[src/tafg_pkg.sv]
`default_nettype none
package tafg_pkg;

  // sizes of the motor and servo banks
  localparam int unsigned MOTOR_COUNT = 9;
  localparam int unsigned SERVO_COUNT = 4;
  // motor width fields carried by one input item
  localparam int unsigned MAX_MOTORS  = 9;

  localparam int unsigned PULSE_W     = 12;
  localparam int unsigned BURST_LEN   = MOTOR_COUNT + SERVO_COUNT;
  localparam int unsigned BURST_IDX_W = (BURST_LEN > 1) ? $clog2(BURST_LEN) : 1;
  localparam int unsigned SERVO_IDX_W = (SERVO_COUNT > 1) ? $clog2(SERVO_COUNT) : 1;

  localparam int unsigned APB_ADDR_W  = 5;
  localparam int unsigned APB_DATA_W  = 32;

  // reset values
  localparam logic [PULSE_W-1:0] RST_MOTOR_MIN     = 12'd1100;
  localparam logic [PULSE_W-1:0] RST_MOTOR_MAX     = 12'd1900;
  localparam logic [PULSE_W-1:0] RST_MOTOR_NEUTRAL = 12'd1500;
  localparam logic [PULSE_W-1:0] RST_SERVO_MIN     = 12'd1100;
  localparam logic [PULSE_W-1:0] RST_SERVO_MAX     = 12'd1900;
  localparam logic [PULSE_W-1:0] RST_SERVO_PULSE   = 12'd1500;
  localparam logic [15:0]        RST_SILENCE_LIMIT = 16'd1000;
  localparam logic [3:0]         RST_MOTOR_BASE    = 4'd0;
  localparam logic [3:0]         RST_SERVO_BASE    = 4'd9;

  // command codes
  typedef enum logic [2:0] {
    FUNC_OVERRIDE  = 3'd0,
    FUNC_ARM       = 3'd1,
    FUNC_SET_SERVO = 3'd2,
    FUNC_TICK      = 3'd3,
    FUNC_EMIT      = 3'd4
  } func_e;

  // register indexes on the configuration port
  typedef enum logic [2:0] {
    REG_MOTOR_MIN     = 3'd0,
    REG_MOTOR_MAX     = 3'd1,
    REG_MOTOR_NEUTRAL = 3'd2,
    REG_SERVO_MIN     = 3'd3,
    REG_SERVO_MAX     = 3'd4,
    REG_SILENCE_LIMIT = 3'd5,
    REG_MOTOR_BASE    = 3'd6,
    REG_SERVO_BASE    = 3'd7
  } reg_idx_e;

  typedef struct packed {
    logic [2:0]         func;
    logic [15:0]        pulse_a;
    logic [15:0]        pulse_b;
    logic [15:0]        pulse_c;
    logic [15:0]        pulse_d;
    logic [15:0]        pulse_e;
    logic [15:0]        pulse_f;
    logic [15:0]        pulse_g;
    logic [15:0]        pulse_h;
    logic [15:0]        pulse_i;
    logic signed [15:0] argument;
    logic [31:0]        now_ms;
  } in_item_t;

  typedef struct packed {
    logic         is_write;
    logic [4:0]   channel;
    logic [11:0]  pulse;
    logic         accepted;
    logic         armed_now;
    logic         last;
  } out_item_t;

  // per-lane update controls
  typedef struct packed {
    logic write;
    logic stop;
  } lane_ctrl_t;

  // motor limits shared by every lane
  typedef struct packed {
    logic [PULSE_W-1:0] pmin;
    logic [PULSE_W-1:0] pmax;
    logic [PULSE_W-1:0] neutral;
  } motor_cfg_t;

  // one pending job for the result sequencer
  typedef struct packed {
    logic                              burst;
    logic                              accepted;
    logic                              armed_now;
    logic [BURST_LEN-1:0][PULSE_W-1:0] pulses;
  } job_t;

endpackage
`default_nettype wire

[src/thruster_arming_failsafe_guard.sv]
`default_nettype none
// Thruster arming failsafe guard. Keeps nine motor widths, four servo widths and an
// armed flag, and checks every command against the limits set over the APB port.
// Override, arm, set-servo, tick and unknown commands each give one status result;
// disarm and emit give thirteen channel writes (motors first, then servos), the last
// one flagged. Each motor has its own check lane and a merge stage picks the prefix
// of motors that take their new widths. An item is executed in the cycle it is
// accepted; its results pass through a job slot and leave one per cycle, unless
// the output stalls, from a single output register. Status items can thus follow
// one another every cycle, a disarm or emit holds the sequencer until its thirteen
// writes have left, and the input is stalled only while that job slot is occupied.
module thruster_arming_failsafe_guard
  import tafg_pkg::*;
(
  input  wire logic                  clk_i,
  input  wire logic                  rst_ni,
  // command transfer
  input  wire logic                  in_valid_i,
  output logic                       in_stall_o,
  input  wire in_item_t              in_item_i,
  // result transfer
  output logic                       out_valid_o,
  input  wire logic                  out_stall_i,
  output out_item_t                  out_item_o,
  // configuration port
  input  wire logic                  psel,
  input  wire logic                  penable,
  input  wire logic                  pwrite,
  input  wire logic [APB_ADDR_W-1:0] paddr,
  input  wire logic [APB_DATA_W-1:0] pwdata,
  output logic [APB_DATA_W-1:0]      prdata,
  output logic                       pready
);

  // configuration registers
  logic [PULSE_W-1:0] motor_min_q, motor_max_q, motor_neutral_q;
  logic [PULSE_W-1:0] servo_min_q, servo_max_q;
  logic [15:0]        silence_q;
  logic [3:0]         motor_base_q, servo_base_q;

  logic     cfg_wr;
  reg_idx_e cfg_idx;

  assign pready  = 1'b1;
  assign cfg_wr  = psel && penable && pwrite;
  assign cfg_idx = reg_idx_e'(paddr[4:2]);

  always_ff @(posedge clk_i or negedge rst_ni) begin
    if (!rst_ni) begin
      motor_min_q     <= RST_MOTOR_MIN;
      motor_max_q     <= RST_MOTOR_MAX;
      motor_neutral_q <= RST_MOTOR_NEUTRAL;
      servo_min_q     <= RST_SERVO_MIN;
      servo_max_q     <= RST_SERVO_MAX;
      silence_q       <= RST_SILENCE_LIMIT;
      motor_base_q    <= RST_MOTOR_BASE;
      servo_base_q    <= RST_SERVO_BASE;
    end else if (cfg_wr) begin
      case (cfg_idx)
        REG_MOTOR_MIN:     motor_min_q     <= pwdata[PULSE_W-1:0];
        REG_MOTOR_MAX:     motor_max_q     <= pwdata[PULSE_W-1:0];
        REG_MOTOR_NEUTRAL: motor_neutral_q <= pwdata[PULSE_W-1:0];
        REG_SERVO_MIN:     servo_min_q     <= pwdata[PULSE_W-1:0];
        REG_SERVO_MAX:     servo_max_q     <= pwdata[PULSE_W-1:0];
        REG_SILENCE_LIMIT: silence_q       <= pwdata[15:0];
        REG_MOTOR_BASE:    motor_base_q    <= pwdata[3:0];
        REG_SERVO_BASE:    servo_base_q    <= pwdata[3:0];
        default: ;
      endcase
    end
  end

  // register readback
  always_comb begin
    case (cfg_idx)
      REG_MOTOR_MIN:     prdata = APB_DATA_W'(motor_min_q);
      REG_MOTOR_MAX:     prdata = APB_DATA_W'(motor_max_q);
      REG_MOTOR_NEUTRAL: prdata = APB_DATA_W'(motor_neutral_q);
      REG_SERVO_MIN:     prdata = APB_DATA_W'(servo_min_q);
      REG_SERVO_MAX:     prdata = APB_DATA_W'(servo_max_q);
      REG_SILENCE_LIMIT: prdata = APB_DATA_W'(silence_q);
      REG_MOTOR_BASE:    prdata = APB_DATA_W'(motor_base_q);
      REG_SERVO_BASE:    prdata = APB_DATA_W'(servo_base_q);
      default:           prdata = '0;
    endcase
  end

  // command state
  logic               armed_q, armed_d;
  logic [31:0]        last_ms_q, last_ms_d;
  logic [PULSE_W-1:0] servo_q [SERVO_COUNT];

  logic accept;
  assign accept = in_valid_i && !in_stall_o;

  // requested widths per motor
  logic [15:0] req [MAX_MOTORS];
  assign req[0] = in_item_i.pulse_a;
  assign req[1] = in_item_i.pulse_b;
  assign req[2] = in_item_i.pulse_c;
  assign req[3] = in_item_i.pulse_d;
  assign req[4] = in_item_i.pulse_e;
  assign req[5] = in_item_i.pulse_f;
  assign req[6] = in_item_i.pulse_g;
  assign req[7] = in_item_i.pulse_h;
  assign req[8] = in_item_i.pulse_i;

  motor_cfg_t motor_cfg;
  assign motor_cfg.pmin    = motor_min_q;
  assign motor_cfg.pmax    = motor_max_q;
  assign motor_cfg.neutral = motor_neutral_q;

  logic [MOTOR_COUNT-1:0] pass, live, commit;
  logic                   all_ok, any_live;
  logic [PULSE_W-1:0]     motor_next [MOTOR_COUNT];
  lane_ctrl_t             lane_ctrl [MOTOR_COUNT];

  logic is_override, stop_all;

  // motor lanes
  for (genvar g = 0; g < MOTOR_COUNT; g++) begin : g_lane
    assign lane_ctrl[g].write = accept && is_override && commit[g];
    assign lane_ctrl[g].stop  = accept && stop_all;

    tafg_lane u_lane (
      .clk_i     (clk_i),
      .rst_ni    (rst_ni),
      .cfg_i     (motor_cfg),
      .armed_i   (armed_q),
      .req_i     (req[g]),
      .ctrl_i    (lane_ctrl[g]),
      .pass_o    (pass[g]),
      .live_o    (live[g]),
      .pulse_d_o (motor_next[g])
    );
  end

  tafg_merge u_merge (
    .pass_i     (pass),
    .live_i     (live),
    .commit_o   (commit),
    .all_ok_o   (all_ok),
    .any_live_o (any_live)
  );

  // decode and execute the command
  func_e       func;
  logic        arm_req;
  logic        servo_idx_ok, servo_ok, servo_wr;
  logic        clk_wrap, silent;
  logic [31:0] gap;
  logic        burst, status_acc;

  assign func         = func_e'(in_item_i.func);
  assign is_override  = (func == FUNC_OVERRIDE);
  assign arm_req      = !in_item_i.argument[15] && (in_item_i.argument != '0);
  assign servo_idx_ok = !in_item_i.argument[15] &&
                        ($unsigned(in_item_i.argument) < 16'(SERVO_COUNT));
  assign servo_ok     = servo_idx_ok &&
                        (in_item_i.pulse_a >= {4'd0, servo_min_q}) &&
                        (in_item_i.pulse_a <= {4'd0, servo_max_q});
  assign servo_wr     = accept && (func == FUNC_SET_SERVO) && servo_ok;
  assign clk_wrap     = in_item_i.now_ms < last_ms_q;
  assign gap          = in_item_i.now_ms - last_ms_q;
  assign silent       = gap > {16'd0, silence_q};

  always_comb begin
    armed_d    = armed_q;
    last_ms_d  = last_ms_q;
    stop_all   = 1'b0;
    burst      = 1'b0;
    status_acc = 1'b0;
    case (func)
      FUNC_OVERRIDE: begin
        status_acc = all_ok;
        if (all_ok) begin
          last_ms_d = in_item_i.now_ms;
        end
      end
      FUNC_ARM: begin
        if (arm_req) begin
          armed_d    = 1'b1;
          status_acc = 1'b1;
        end else begin
          armed_d  = 1'b0;
          stop_all = 1'b1;
          burst    = 1'b1;
        end
      end
      FUNC_SET_SERVO: status_acc = servo_ok;
      FUNC_TICK: begin
        status_acc = 1'b1;
        if (clk_wrap) begin
          last_ms_d = in_item_i.now_ms;
          stop_all  = 1'b1;
        end else if (silent) begin
          stop_all = 1'b1;
          if (any_live) begin
            last_ms_d = in_item_i.now_ms;
          end
        end
      end
      FUNC_EMIT: burst = 1'b1;
      default: status_acc = 1'b0;
    endcase
  end

  always_ff @(posedge clk_i or negedge rst_ni) begin
    if (!rst_ni) begin
      armed_q   <= 1'b0;
      last_ms_q <= '0;
      for (int i = 0; i < SERVO_COUNT; i++) begin
        servo_q[i] <= RST_SERVO_PULSE;
      end
    end else begin
      if (accept) begin
        armed_q   <= armed_d;
        last_ms_q <= last_ms_d;
      end
      if (servo_wr) begin
        servo_q[in_item_i.argument[SERVO_IDX_W-1:0]] <= in_item_i.pulse_a[PULSE_W-1:0];
      end
    end
  end

  // job for the result sequencer, widths taken after this command
  job_t job;
  always_comb begin
    job.burst     = burst;
    job.accepted  = status_acc;
    job.armed_now = armed_d;
    for (int i = 0; i < MOTOR_COUNT; i++) begin
      job.pulses[i] = motor_next[i];
    end
    for (int i = 0; i < SERVO_COUNT; i++) begin
      job.pulses[MOTOR_COUNT + i] = servo_q[i];
    end
  end

  tafg_seq u_seq (
    .clk_i        (clk_i),
    .rst_ni       (rst_ni),
    .load_i       (accept),
    .job_i        (job),
    .motor_base_i (motor_base_q),
    .servo_base_i (servo_base_q),
    .busy_o       (in_stall_o),
    .out_valid_o  (out_valid_o),
    .out_stall_i  (out_stall_i),
    .out_item_o   (out_item_o)
  );

endmodule
`default_nettype wire

[src/tafg_lane.sv]
`default_nettype none
module tafg_lane
  import tafg_pkg::*;
(
  input  wire logic               clk_i,
  input  wire logic               rst_ni,
  input  wire motor_cfg_t         cfg_i,
  input  wire logic               armed_i,
  input  wire logic [15:0]        req_i,
  input  wire lane_ctrl_t         ctrl_i,
  output logic                    pass_o,
  output logic                    live_o,
  output logic [PULSE_W-1:0]      pulse_d_o
);

  logic [PULSE_W-1:0] pulse_q;
  logic               in_range;
  logic               is_neutral;

  // width check for this motor
  assign in_range   = (req_i >= {4'd0, cfg_i.pmin}) && (req_i <= {4'd0, cfg_i.pmax});
  assign is_neutral = (req_i == {4'd0, cfg_i.neutral});
  assign pass_o     = in_range && (armed_i || is_neutral);

  // stored width differs from neutral
  assign live_o = (pulse_q != cfg_i.neutral);

  // next stored width
  always_comb begin
    if (ctrl_i.stop) begin
      pulse_d_o = cfg_i.neutral;
    end else if (ctrl_i.write) begin
      pulse_d_o = req_i[PULSE_W-1:0];
    end else begin
      pulse_d_o = pulse_q;
    end
  end

  always_ff @(posedge clk_i or negedge rst_ni) begin
    if (!rst_ni) begin
      pulse_q <= RST_MOTOR_NEUTRAL;
    end else begin
      pulse_q <= pulse_d_o;
    end
  end

endmodule
`default_nettype wire

[src/tafg_merge.sv]
`default_nettype none
module tafg_merge
  import tafg_pkg::*;
(
  input  wire logic [MOTOR_COUNT-1:0] pass_i,
  input  wire logic [MOTOR_COUNT-1:0] live_i,
  output logic [MOTOR_COUNT-1:0]      commit_o,
  output logic                        all_ok_o,
  output logic                        any_live_o
);

  // a motor takes its new width only if it and every earlier one passed
  always_comb begin
    logic run;
    run = 1'b1;
    for (int i = 0; i < MOTOR_COUNT; i++) begin
      run         = run & pass_i[i];
      commit_o[i] = run;
    end
  end

  assign all_ok_o   = &pass_i;
  assign any_live_o = |live_i;

endmodule
`default_nettype wire

[src/tafg_seq.sv]
`default_nettype none
module tafg_seq
  import tafg_pkg::*;
(
  input  wire logic       clk_i,
  input  wire logic       rst_ni,
  input  wire logic       load_i,
  input  wire job_t       job_i,
  input  wire logic [3:0] motor_base_i,
  input  wire logic [3:0] servo_base_i,
  output logic            busy_o,
  output logic            out_valid_o,
  input  wire logic       out_stall_i,
  output out_item_t       out_item_o
);

  logic                   job_valid_q, job_valid_d;
  job_t                   job_q;
  logic [BURST_IDX_W-1:0] idx_q, idx_d;
  logic                   out_valid_q, out_valid_d;
  out_item_t              out_q, out_d;

  logic out_free;
  logic emit;
  logic last_res;
  logic job_done;

  assign out_free = !out_valid_q || !out_stall_i;
  assign emit     = job_valid_q && out_free;
  assign last_res = !job_q.burst || (idx_q == BURST_IDX_W'(BURST_LEN - 1));
  assign job_done = emit && last_res;
  assign busy_o   = job_valid_q && !job_done;

  // job slot and burst position
  always_comb begin
    job_valid_d = job_valid_q;
    idx_d       = idx_q;
    if (emit) begin
      idx_d = last_res ? '0 : idx_q + 1'b1;
    end
    if (load_i) begin
      job_valid_d = 1'b1;
    end else if (job_done) begin
      job_valid_d = 1'b0;
    end
  end

  // build the next result
  always_comb begin
    out_valid_d = out_valid_q;
    out_d       = out_q;
    if (emit) begin
      out_valid_d     = 1'b1;
      out_d.armed_now = job_q.armed_now;
      out_d.last      = last_res;
      if (job_q.burst) begin
        out_d.is_write = 1'b1;
        out_d.accepted = 1'b1;
        out_d.pulse    = job_q.pulses[idx_q];
        if (idx_q < BURST_IDX_W'(MOTOR_COUNT)) begin
          out_d.channel = {1'b0, motor_base_i} + 5'(idx_q);
        end else begin
          out_d.channel = {1'b0, servo_base_i} + 5'(idx_q - BURST_IDX_W'(MOTOR_COUNT));
        end
      end else begin
        out_d.is_write = 1'b0;
        out_d.accepted = job_q.accepted;
        out_d.pulse    = '0;
        out_d.channel  = '0;
      end
    end else if (!out_stall_i) begin
      out_valid_d = 1'b0;
    end
  end

  always_ff @(posedge clk_i or negedge rst_ni) begin
    if (!rst_ni) begin
      job_valid_q <= 1'b0;
      idx_q       <= '0;
      out_valid_q <= 1'b0;
    end else begin
      job_valid_q <= job_valid_d;
      idx_q       <= idx_d;
      out_valid_q <= out_valid_d;
    end
  end

  // payload registers
  always_ff @(posedge clk_i) begin
    if (load_i) begin
      job_q <= job_i;
    end
    out_q <= out_d;
  end

  assign out_valid_o = out_valid_q;
  assign out_item_o  = out_q;

endmodule
`default_nettype wire

[config.mk]
export PLATFORM = sky130hd
export DESIGN_NAME = thruster_arming_failsafe_guard
export DESIGN_NICKNAME = d
export VERILOG_FILES = /design/src/tafg_pkg.sv /design/src/thruster_arming_failsafe_guard.sv /design/src/tafg_lane.sv /design/src/tafg_merge.sv /design/src/tafg_seq.sv
export SDC_FILE = /design/constraint.sdc
export NUM_CORES = 1
export LEC_CHECK = 0
export BUFFER_PORTS_ARGS = -buffer_cell sky130_fd_sc_hd__buf_2
export CAP_MARGIN = 40
export CORE_UTILIZATION = 49
export CTS_CLUSTER_DIAMETER = 50
export DETAILED_ROUTE_END_ITERATION = 12
export PLACE_DENSITY_LB_ADDON = 0.12
export SLEW_MARGIN = 10
export SYNTH_ARGS = -nofsm -noshare
export SYNTH_HDL_FRONTEND = slang
export SYNTH_SLANG_ARGS = --single-unit
[constraint.sdc]
create_clock -name clk_i -period 11.6 [get_ports clk_i]
set_input_delay 2.32 -clock clk_i [delete_from_list [all_inputs] [get_ports clk_i]]
set_output_delay 2.32 -clock clk_i [all_outputs]
set_load 0.05 [all_outputs]
== Word-level counts from Yosys, hierarchy flattened ==
Cells that the tools add are included.
Storage, ports and cells
  bits in registers: 459
  input port bits: 239
  output and inout port bits: 56
Operators by class
  $add $sub $neg: 5
  order comparisons: 27
  equal/unequal tests: 34
  multiplexer cells: 44
  bitwise gates (word level): 9
  reductions and logical operators: 75
Operator list (number)
  one-hot mux 32 bit (8 select lines): 1
  two-way mux 12 bit: 20
  greater-or-equal comparator 16 x 12 -> 1 bit: 10
  less-or-equal comparator 16 x 12 -> 1 bit: 10
  equality test 16 x 12 -> 1 bit: 9
  two-way mux 32 bit: 4
  inequality test 12 bit: 9
  one-hot mux 32 bit (2 select lines): 1
  binary-select mux 12 bit (select 4 bit): 1
  bitwise mux 48 bit: 1
  logical AND 1 bit: 42
  > comparator 32 x 16 -> 1 bit: 1
  < comparator 32 bit: 1
  subtractor 32 bit: 1
  demux 12 bit (select 2 bit): 1
  two-way mux 19 bit: 1
  < comparator 16 x 3 -> 1 bit (second input constant): 1
  AND reduction 2 bit: 8
  nonzero test 16 bit: 1
  equality test 3 bit (second input constant): 5
  equality test 3 x 2 -> 1 bit (second input constant): 4
  logical OR 1 bit: 11
  two-way mux 1 bit: 9
  AND reduction 9 bit: 1
  24 further kinds: 41

== Longest topological paths before layout ==
Gate-level depths: netlist (run 1).
  depth in word-level cells: 14
  gate-level depth with buffers: 22

== Hierarchy ==
Synthesis (run 1) repeated with hierarchy kept, for this count alone.
Second synthesis, totals
  cell total of the unflattened synthesis: 2954
  area total of the unflattened synthesis: 31037.3 um^2
Modules (own cells, without submodules)
  tafg_lane: instances 9, cells an instance 166, area an instance 1433.9 um^2, seq. area each 309.0 um^2
  thruster_arming_failsafe_guard: instances 1, cells an instance 1038, area an instance 10493.8 um^2, seq. area each 4210.3 um^2
  tafg_seq: instances 1, cells an instance 403, area an instance 7521.0 um^2, seq. area each 5555.3 um^2
  tafg_merge: instances 1, cells an instance 19, area an instance 117.6 um^2, seq. area each 0.0 um^2

== Least setup slack after synthesis (run 1) ==
No wires, ideal clock.
  kind: input to register
  start: input port out_stall_i
  end: register servo_q (netlist bit job[109])
  setup time: 0.125 ns
  arrival time: 8.999 ns
  required time: 11.475 ns
  slack: 2.477 ns
  stages on the path: 10
  path through: nand2_1 nand2_1 inv_1 a21boi_0 nand2b_1 inv_1 nand4_1 nor3_1 clkbuf_1 mux2_2
Between the ends
  word-level cells in the longest chain between the ends: 10
RTL lines
  start: declaration: line thruster_arming_failsafe_guard.sv:23  | input wire logic out_stall_i,
  logical NOT 1 bit: line tafg_seq.sv:28  | assign out_free = !out_valid_q || !out_stall_i;
  logical OR 1 bit: line tafg_seq.sv:28
  logical AND 1 bit: line tafg_seq.sv:29  | assign emit = job_valid_q && out_free;
  named net u_seq.emit: line tafg_seq.sv:24  | logic emit;
  logical AND 1 bit: line tafg_seq.sv:31  | assign job_done = emit && last_res;
  logical NOT 1 bit: line tafg_seq.sv:32  | assign busy_o = job_valid_q && !job_done;
  logical AND 1 bit: line tafg_seq.sv:32
  named net in_stall_o: line thruster_arming_failsafe_guard.sv:19  | output logic in_stall_o,
  logical NOT 1 bit: line thruster_arming_failsafe_guard.sv:94  | assign accept = in_valid_i && !in_stall_o;
  logical AND 1 bit: line thruster_arming_failsafe_guard.sv:94
  named net accept: line thruster_arming_failsafe_guard.sv:93  | logic accept;
  logical AND 1 bit (2 in series): line thruster_arming_failsafe_guard.sv:162  | assign servo_wr = accept && (func == FUNC_SET_SERVO) && servo_ok;
  end signal: indexed assignment: line thruster_arming_failsafe_guard.sv:221  | servo_q[in_item_i.argument[SERVO_IDX_W-1:0]] <= in_item_i.pulse_a[PULSE_W-1:0];
  end: declaration: line thruster_arming_failsafe_guard.sv:91  | logic [PULSE_W-1:0] servo_q [SERVO_COUNT];
The timed path passes the listed nets, and every way through them passes these cells.
A chain may end at the register's enable or synchronous reset.

== Final worst setup path (run 1) ==
  start: input port in_item_i[3] (netlist name)
  end: register u_seq.job_q[24] (netlist name), data pin
Between the ends
  word-level cells in the longest chain between the ends: 7
RTL lines
  start: declaration: line thruster_arming_failsafe_guard.sv:20  | input wire in_item_t in_item_i,
  subtractor 32 bit: line thruster_arming_failsafe_guard.sv:164  | assign gap = in_item_i.now_ms - last_ms_q;
  > comparator 32 x 16 -> 1 bit: line thruster_arming_failsafe_guard.sv:165  | assign silent = gap > {16'd0, silence_q};
  two-way mux 1 bit: line thruster_arming_failsafe_guard.sv:196  | end else if (silent) begin
  two-way mux 1 bit *: line thruster_arming_failsafe_guard.sv:193  | if (clk_wrap) begin
  one-hot mux 1 bit (2 select lines) *: line thruster_arming_failsafe_guard.sv:173  | case (func)
  logical AND 1 bit *: line thruster_arming_failsafe_guard.sv:123  | assign lane_ctrl[g].stop = accept && stop_all;
  two-way mux 12 bit *: line tafg_lane.sv:30  | if (ctrl_i.stop) begin
  named net g_lane[2].u_lane.pulse_d_o[0]: line tafg_lane.sv:13  | output logic [PULSE_W-1:0] pulse_d_o
  end signal: assignment: line tafg_seq.sv:91  | job_q <= job_i;
  end: declaration: line tafg_seq.sv:18  | job_t job_q;
The timed path passes the listed nets; every way through them passes the cells marked *.

==> run metrics, run 1 <==
skew final approximately 0.046 ns; port bufs 259; switching power 2370 uW; TritonRoute pass-1 iters 7; Overall Global Routing Usage 35.5%; # hold bufs at CTS 0; TritonCTS clock tree built; f_max 0.135 GHz; Max-cap violations 0; layout net count between 3000 and 4000; vias after detailed routing 23886; Avg Cell Area, Syn roughly 11 um^2; clock sink total 459; Required @ worst endpoint about 12 ns; Syn Inst Count 2647; sw frac 37.5%; full die area 61500 um^2; CTS Buf Count 57; post-detail-place hpwl 80.0 mm; CTS resizes 0; initial antenna violation count 14; number of synthesized flops with an enable pin 180; die height 248 um; Setup crit end kind register; pwr/cell area 187 nW/um^2; commonest non-fill, non-tap cell in the layout ha_1; largest net degree at the start of global routing around 110; library cells used by synthesis 79; max-slew violations 0; synth warn 0; setup bufs post-CTS 0; Vias/cell 6.39; Ports about 300; die width 248 um; post-synthesis sequential area ratio 42.3%; routability cong. about 0.95; crit-path max FO 78; top_reg_cell synth edfxtp_1; kind of critical path in -> reg; H-tree levels 2; final setup TNS 0 ns; number of global-route vias before repair 23244; Worst Setup Start Kind input pin; Flop pwr share a little under two fifths; first-pass GRT wire length roughly 160 mm; WL/cell 29.3 um; Hold Fails Final Rpt 0; Final period util 63.7%; CTS max path bufs 3; Comb power frac about a third; clock root cell clkbuf_16; Pleak 0.0148 uW; worst hold margin 0.444 ns; Worst Path Arrival 7.77 ns; RSZ-0062 raised after global routing no; Core Rows about 90; most frequent cells in the layout 301 x ha_1, 258 x buf_2, 201 x mux2i_1; fraction of registers with async set/reset 60.8%; FF+latch count, synth 459; fill count ~5000; Setup-failing EPs final 0; Clock Power Share 28.0%; Slew HR between 30% and 40%; clock latency on the worst-skew pair 0.65 ns; Worst Tran Pin Value roughly 0.97 ns; Internal Power between 3000 and 4000 uW; slack of the critical path ~4.2 ns; final worst path period need 7.39 ns; status finished, final reports clean; DP Worst Slack 3.64 ns; Hold/Removal Path Class reg -> reg; share of cells above drive strength 1 24.9%; DRC 0; mapped cell area slightly below 30000 um^2; Post-DRT Antenna Nets 0; final wirelength 109 mm; worst-case reg-to-reg path depth 19; Area growth syn-to-layout 14.3%; initial DRC count 2183; Peak VDD IR 0.147 mV; Initial Utilization between 40% and 50%; clk slew on worst S/H paths 0.06 ns; total global routing overflow 0; core area 59500 um^2; hold path depth 0
## through the flow
stage                     utilization [%]  cell area [um^2]  cells  power, uW
after CTS                            56.9             33800   3726       6290
after global placement               53.4             31700   3608       4430
after floorplan                         -             29700   2662       3700
after detailed placement             53.7             31900   3618       4510
final                                57.0             33900   3738       6320
after global routing                 57.0             33900   3730       6630
## metal layers
layer | routed length (um) | share of wire, % | up-vias | track usage (%)
li1 | - | - | 10442 | -
met1 | 46900 | 43 | 12027 | 49.4
met2 | 47900 | 44 | 1193 | 52.6
met3 | 10700 | 9.8 | 218 | 9.46
met4 | 3900 | 3.6 | 6 | 13.2
met5 | 40 | 0.037 | - | 0
## sequential cells by signal, indices dropped and copies added (netlist names)
name                   cells
silence_q                 16
servo_base_q               4
u_seq.idx_q                4
motor_base_q               4
motor_max_q               12
motor_min_q               12
u_seq.job_valid_q          1
g_lane.u_lane.pulse_q    108
motor_neutral_q           12
u_seq.out_item_o          21
servo_min_q               12
servo_max_q               12
armed_q                    1
u_seq.job_q              159
u_seq.out_valid_o          1
last_ms_q                 32
job                       48
## final timing paths
path,start,endpoint,slack (ns)
setup / recovery,in_item_i[3],u_seq.job_q[24],4.21
hold / removal,job[120],u_seq.job_q[120],0.44
setup reg to reg,last_ms_q[3],u_seq.job_q[24],5.65
hold reg to reg,job[120],u_seq.job_q[120],0.44
max in group asynchronous,rst_ni,g_lane[0].u_lane.pulse_q[4],8.57
min in group asynchronous,rst_ni,last_ms_q[5],1.70
## power groups by stage
| stage | registers [uW] | clock network [uW] | logic, uW |
|---|---|---|---|
| after floorplan | 2250 | 0 | 1450 |
| after global placement | 2340 | 0 | 2090 |
| after detailed placement | 2350 | 0 | 2160 |
| after CTS | 2330 | 1800 | 2170 |
| after global routing | 2360 | 1860 | 2410 |
| final | 2340 | 1770 | 2210 |
## cells in the mapped netlist (18+ instances only)
library cell,n,area (um^2)
nor3_1,49,245
o22ai_1,20,125
dfrtp_1,151,3780
o211ai_1,19,143
nand4_1,65,407
mux2i_1,201,2010
a31oi_1,19,119
ha_1,301,3770
inv_1,155,582
buf_1,18,67.6
a21oi_1,115,576
nor2_1,84,315
nor2b_1,22,138
a211oi_1,23,173
edfxtp_1,180,5410
mux4_2,40,901
and2_1,25,156
dfstp_2,128,3360
a22oi_1,21,158
mux2_2,149,1680
mux2_1,20,225
nand2_1,135,507
clkbuf_1,71,267
nor4_1,38,238
xnor2_1,74,648
xor2_1,67,587
o21a_1,19,143
a21o_1,39,293
nand3_1,38,190
o21ai_0,130,651
and3_1,30,188
## final cells by class
cell class	count	area, um^2	area share, %
diodes	10	25.0	0.0738
well taps	773	967	2.85
inverters	158	598	1.76
multi-input cells	1922	16000	47.2
repair buffers	308	1840	5.44
clock buffers	82	1630	4.81
clock inverters	26	267	0.786
flip-flops and latches	459	12500	37.0
## worst max-delay path, stage by stage
cell       delay [ns]
buf_2            0.11
ha_1             0.34
and2_1           0.20
a221oi_1         0.47
a211oi_2         0.22
nor2_1           0.24
o21a_1           0.26
o21ai_0          0.15
xor2_1           0.18
ha_1             0.31
nand4_1          0.15
or4_1            0.58
nor2_1           0.25
o211a_1          0.17
o2111ai_1        0.10
a2111o_1         0.42
o31a_2           0.48
buf_12           0.31
mux2_1           0.41
## kinds of logic (layout without fill, tap and decap cells)
group | count (synthesis) | after routing | synth area share (%)
compound gates | 496 | 496 | 10.7
fa+ha+maj | 304 | 304 | 12.9
simple gates | 554 | 554 | 9.66
mux | 410 | 410 | 16.2
buf+inv | 281 | 574 | 3.97
flops | 459 | 459 | 42.3
xor+xnor | 141 | 141 | 4.16
other cells | 2 | 27 | 0.0253
Note: power is estimated with default switching activity, not from simulation.
==> run 2, diff against run 1 <==
==> constraint.sdc (replaced) <==
create_clock -name clk_i -period 7.4 [get_ports clk_i]
set_input_delay 1.48 -clock clk_i [delete_from_list [all_inputs] [get_ports clk_i]]
set_output_delay 1.48 -clock clk_i [all_outputs]
set_load 0.05 [all_outputs]
==> run 2 against run 1 <==
Clock-buffer cell count is 5 higher. Worst hold slack worse by 0.0032 ns. Final area is 0.18% higher. Sequential cell count stayed put. Non-clock buffer count is 10 higher. First-iteration DRC count is 9.8% higher. Utilization is 0.11 points higher. Register-to-register slack worse by 3.9 ns. Clock power is 56% higher. Clock skew is 0.016 ns lower. Sequential share of layout area is 0.068 points lower. Total power is 57% higher.
==> run metrics, run 2 (synthesized netlist as in run 1, its figures left out) <==
largest register by flop count u_seq.job_q (unchanged); post-detail-place hpwl 79.1 mm (was 80.0 mm); full die area 61500 um^2 (unchanged); pwr/cell area 292 nW/um^2 (was 187 nW/um^2); Setup crit end kind register (unchanged); vias after detailed routing 23835 (was 23886); core area 59500 um^2 (unchanged); initial DRC count 2398 (was 2183); routability cong. 0.975 (was 0.946); Largest register FFs 159 (unchanged); die height 248 um (unchanged); Worst Setup Start Kind input pin (unchanged); largest net degree at the start of global routing 162 (was 111); CTS max path bufs 3 (unchanged); Slew HR 28.8% (was 35.3%); DP Worst Slack 0.534 ns (was 3.64 ns); Worst Hold Path EP u_seq.job_q[113] (was u_seq.job_q[120]); Worst Path Arrival 6.65 ns (was 7.77 ns); slack of the critical path 1.11 ns (was 4.21 ns); status finished, final reports clean (unchanged); WL/cell 28.7 um (was 29.3 um); crit-path max FO 11 (was 78); Hold Fails Final Rpt 0 (unchanged); worst-case reg-to-reg path depth 19 (unchanged); hold path depth 0 (unchanged); Peak VDD IR 0.217 mV (was 0.147 mV); Reg2Reg Capture Point u_seq.job_q[15] (was u_seq.job_q[24]); final wirelength 108 mm (was 109 mm); TritonRoute pass-1 iters 6 (was 7); Max-cap violations 0 (unchanged); most frequent cells in the layout 301 x ha_1, 260 x buf_2, 201 x mux2i_1 (was 301 x ha_1, 258 x buf_2, 201 x mux2i_1); Pleak 0.0149 uW (was 0.0148 uW); Final period util a little under nine tenths; Vias/cell 6.37 (was 6.39); share of cells above drive strength 1 24.9% (about the same); clock sink total 459 (unchanged); clk slew on worst S/H paths 0.06 ns (about the same); DRC 0 (unchanged); Worst Tran Pin Value 1.07 ns (was 0.966 ns); final setup TNS 0 ns (unchanged); setup bufs post-CTS 0 (unchanged); Hold/Removal Path Class reg -> reg (unchanged); # hold bufs at CTS 0 (unchanged); RSZ-0062 raised after global routing no (unchanged); fill count 5075 (was 5112); Ports 295 (unchanged); CTS resizes 0 (unchanged); reg-to-reg critical path startpoint last_ms_q[3] (unchanged); first-pass GRT wire length 155 mm (was 157 mm); Setup-failing EPs final 0 (unchanged); commonest non-fill, non-tap cell in the layout ha_1 (unchanged); Reg2Reg Setup Slack 1.71 ns (was 5.65 ns); CTS Buf Count 56 (was 57); H-tree levels 2 (unchanged); f_max 0.159 GHz; min-delay src job[113] (was job[120]); initial antenna violation count 14 (unchanged); kind of critical path in -> reg (unchanged); max-slew violations 0 (unchanged); port bufs 259 (unchanged); TritonCTS clock tree built (unchanged); Post-DRT Antenna Nets 0 (unchanged); clock latency on the worst-skew pair 0.63 ns (was 0.65 ns); final worst path period need 6.29 ns; die width 248 um (unchanged); Area growth syn-to-layout 14.5% (was 14.3%); layout net count 3458 (was 3449); Core Rows 89 (unchanged); number of global-route vias before repair 23363 (was 23244); total global routing overflow 0 (unchanged); Required @ worst endpoint 7.75 ns (was 11.98 ns); skew final 0.0300 ns (was 0.0461 ns); clock root cell clkbuf_16 (unchanged); Overall Global Routing Usage 35.0% (was 35.5%); Initial Utilization 49.9% (unchanged)
## run 2: changes by cell type in the layout (fill, tap and decap cells not counted), moves of 3 or more
cell / delta
buf_12: +5
buf_16: -3
buf_4: +7
clkbuf_1: +6
clkinv_2: -5
clkinv_4: -3
diode_2: -3
## run 2: routing by layer
metal	vias up	global-route usage, %	wire [um]
li1	10445	-	-
met2	1187	52.4	46700
met3	259	7.97	11300
met5	-	0	101
met4	14	13.6	4230
met1	11930	49.1	45200
## run 2: area by class of cell
type	count	area (um^2)	share of cell area, %
Multi-Input combinational cell	1922	16000	47.2
Clock inverter	19	249	0.733
Tap cell	773	967	2.85
Antenna cell	7	17.5	0.0516
Sequential cell	459	12500	37.0
Inverter	158	597	1.76
Clock buffer	87	1640	4.83
Timing Repair Buffer	318	1920	5.66
## run 2: through the flow
stage	power, uW	cells	cell area, um^2	hold WS (ns)	util [%]
after floorplan	5800	2662	29700	0.400	-
after global placement	6940	3620	31900	0.427	53.6
after detailed placement	7090	3630	32100	0.431	53.9
after CTS	9880	3736	33900	0.442	57.1
after global routing	10400	3738	33900	0.453	57.1
final	9910	3743	34000	0.440	57.1
## run 2: worst max-delay path by stage
stage	startpoint	endpoint	slack, ns	cells after the start
6_report	in_item_i[3]	u_seq.job_q[15]	1.11	19
5_1_grt	in_item_i[3]	u_seq.job_q[15]	0.90	19
4_1_cts	in_item_i[3]	u_seq.job_q[15]	1.14	19
3_5_place_dp	in_item_i[3]	u_seq.job_q[15]	0.53	19
3_3_place_gp	in_item_i[3]	u_seq.job_q[17]	0.64	19
2_1_floorplan	out_stall_i	job[145]	0.14	10
## run 2: worst max-delay path, stage by stage
cell and delay, ns:
buf_2 0.11, ha_1 0.34, and2_1 0.21, a221oi_1 0.46
a211oi_2 0.20, nor2_1 0.22, o21a_1 0.26, o21ai_0 0.14
xor2_1 0.18, ha_1 0.32, nand4_1 0.14, or4_1 0.57
nor2_1 0.17, o211a_1 0.19, o2111ai_1 0.12, a2111o_1 0.42
o31a_2 0.48, buf_4 0.26, mux2_1 0.35
## run 2: power by group
group          internal, uW  switching (uW)
sequential             3250             429
combinational          1330            2130
clock                  1640            1130
total                  6220            3680
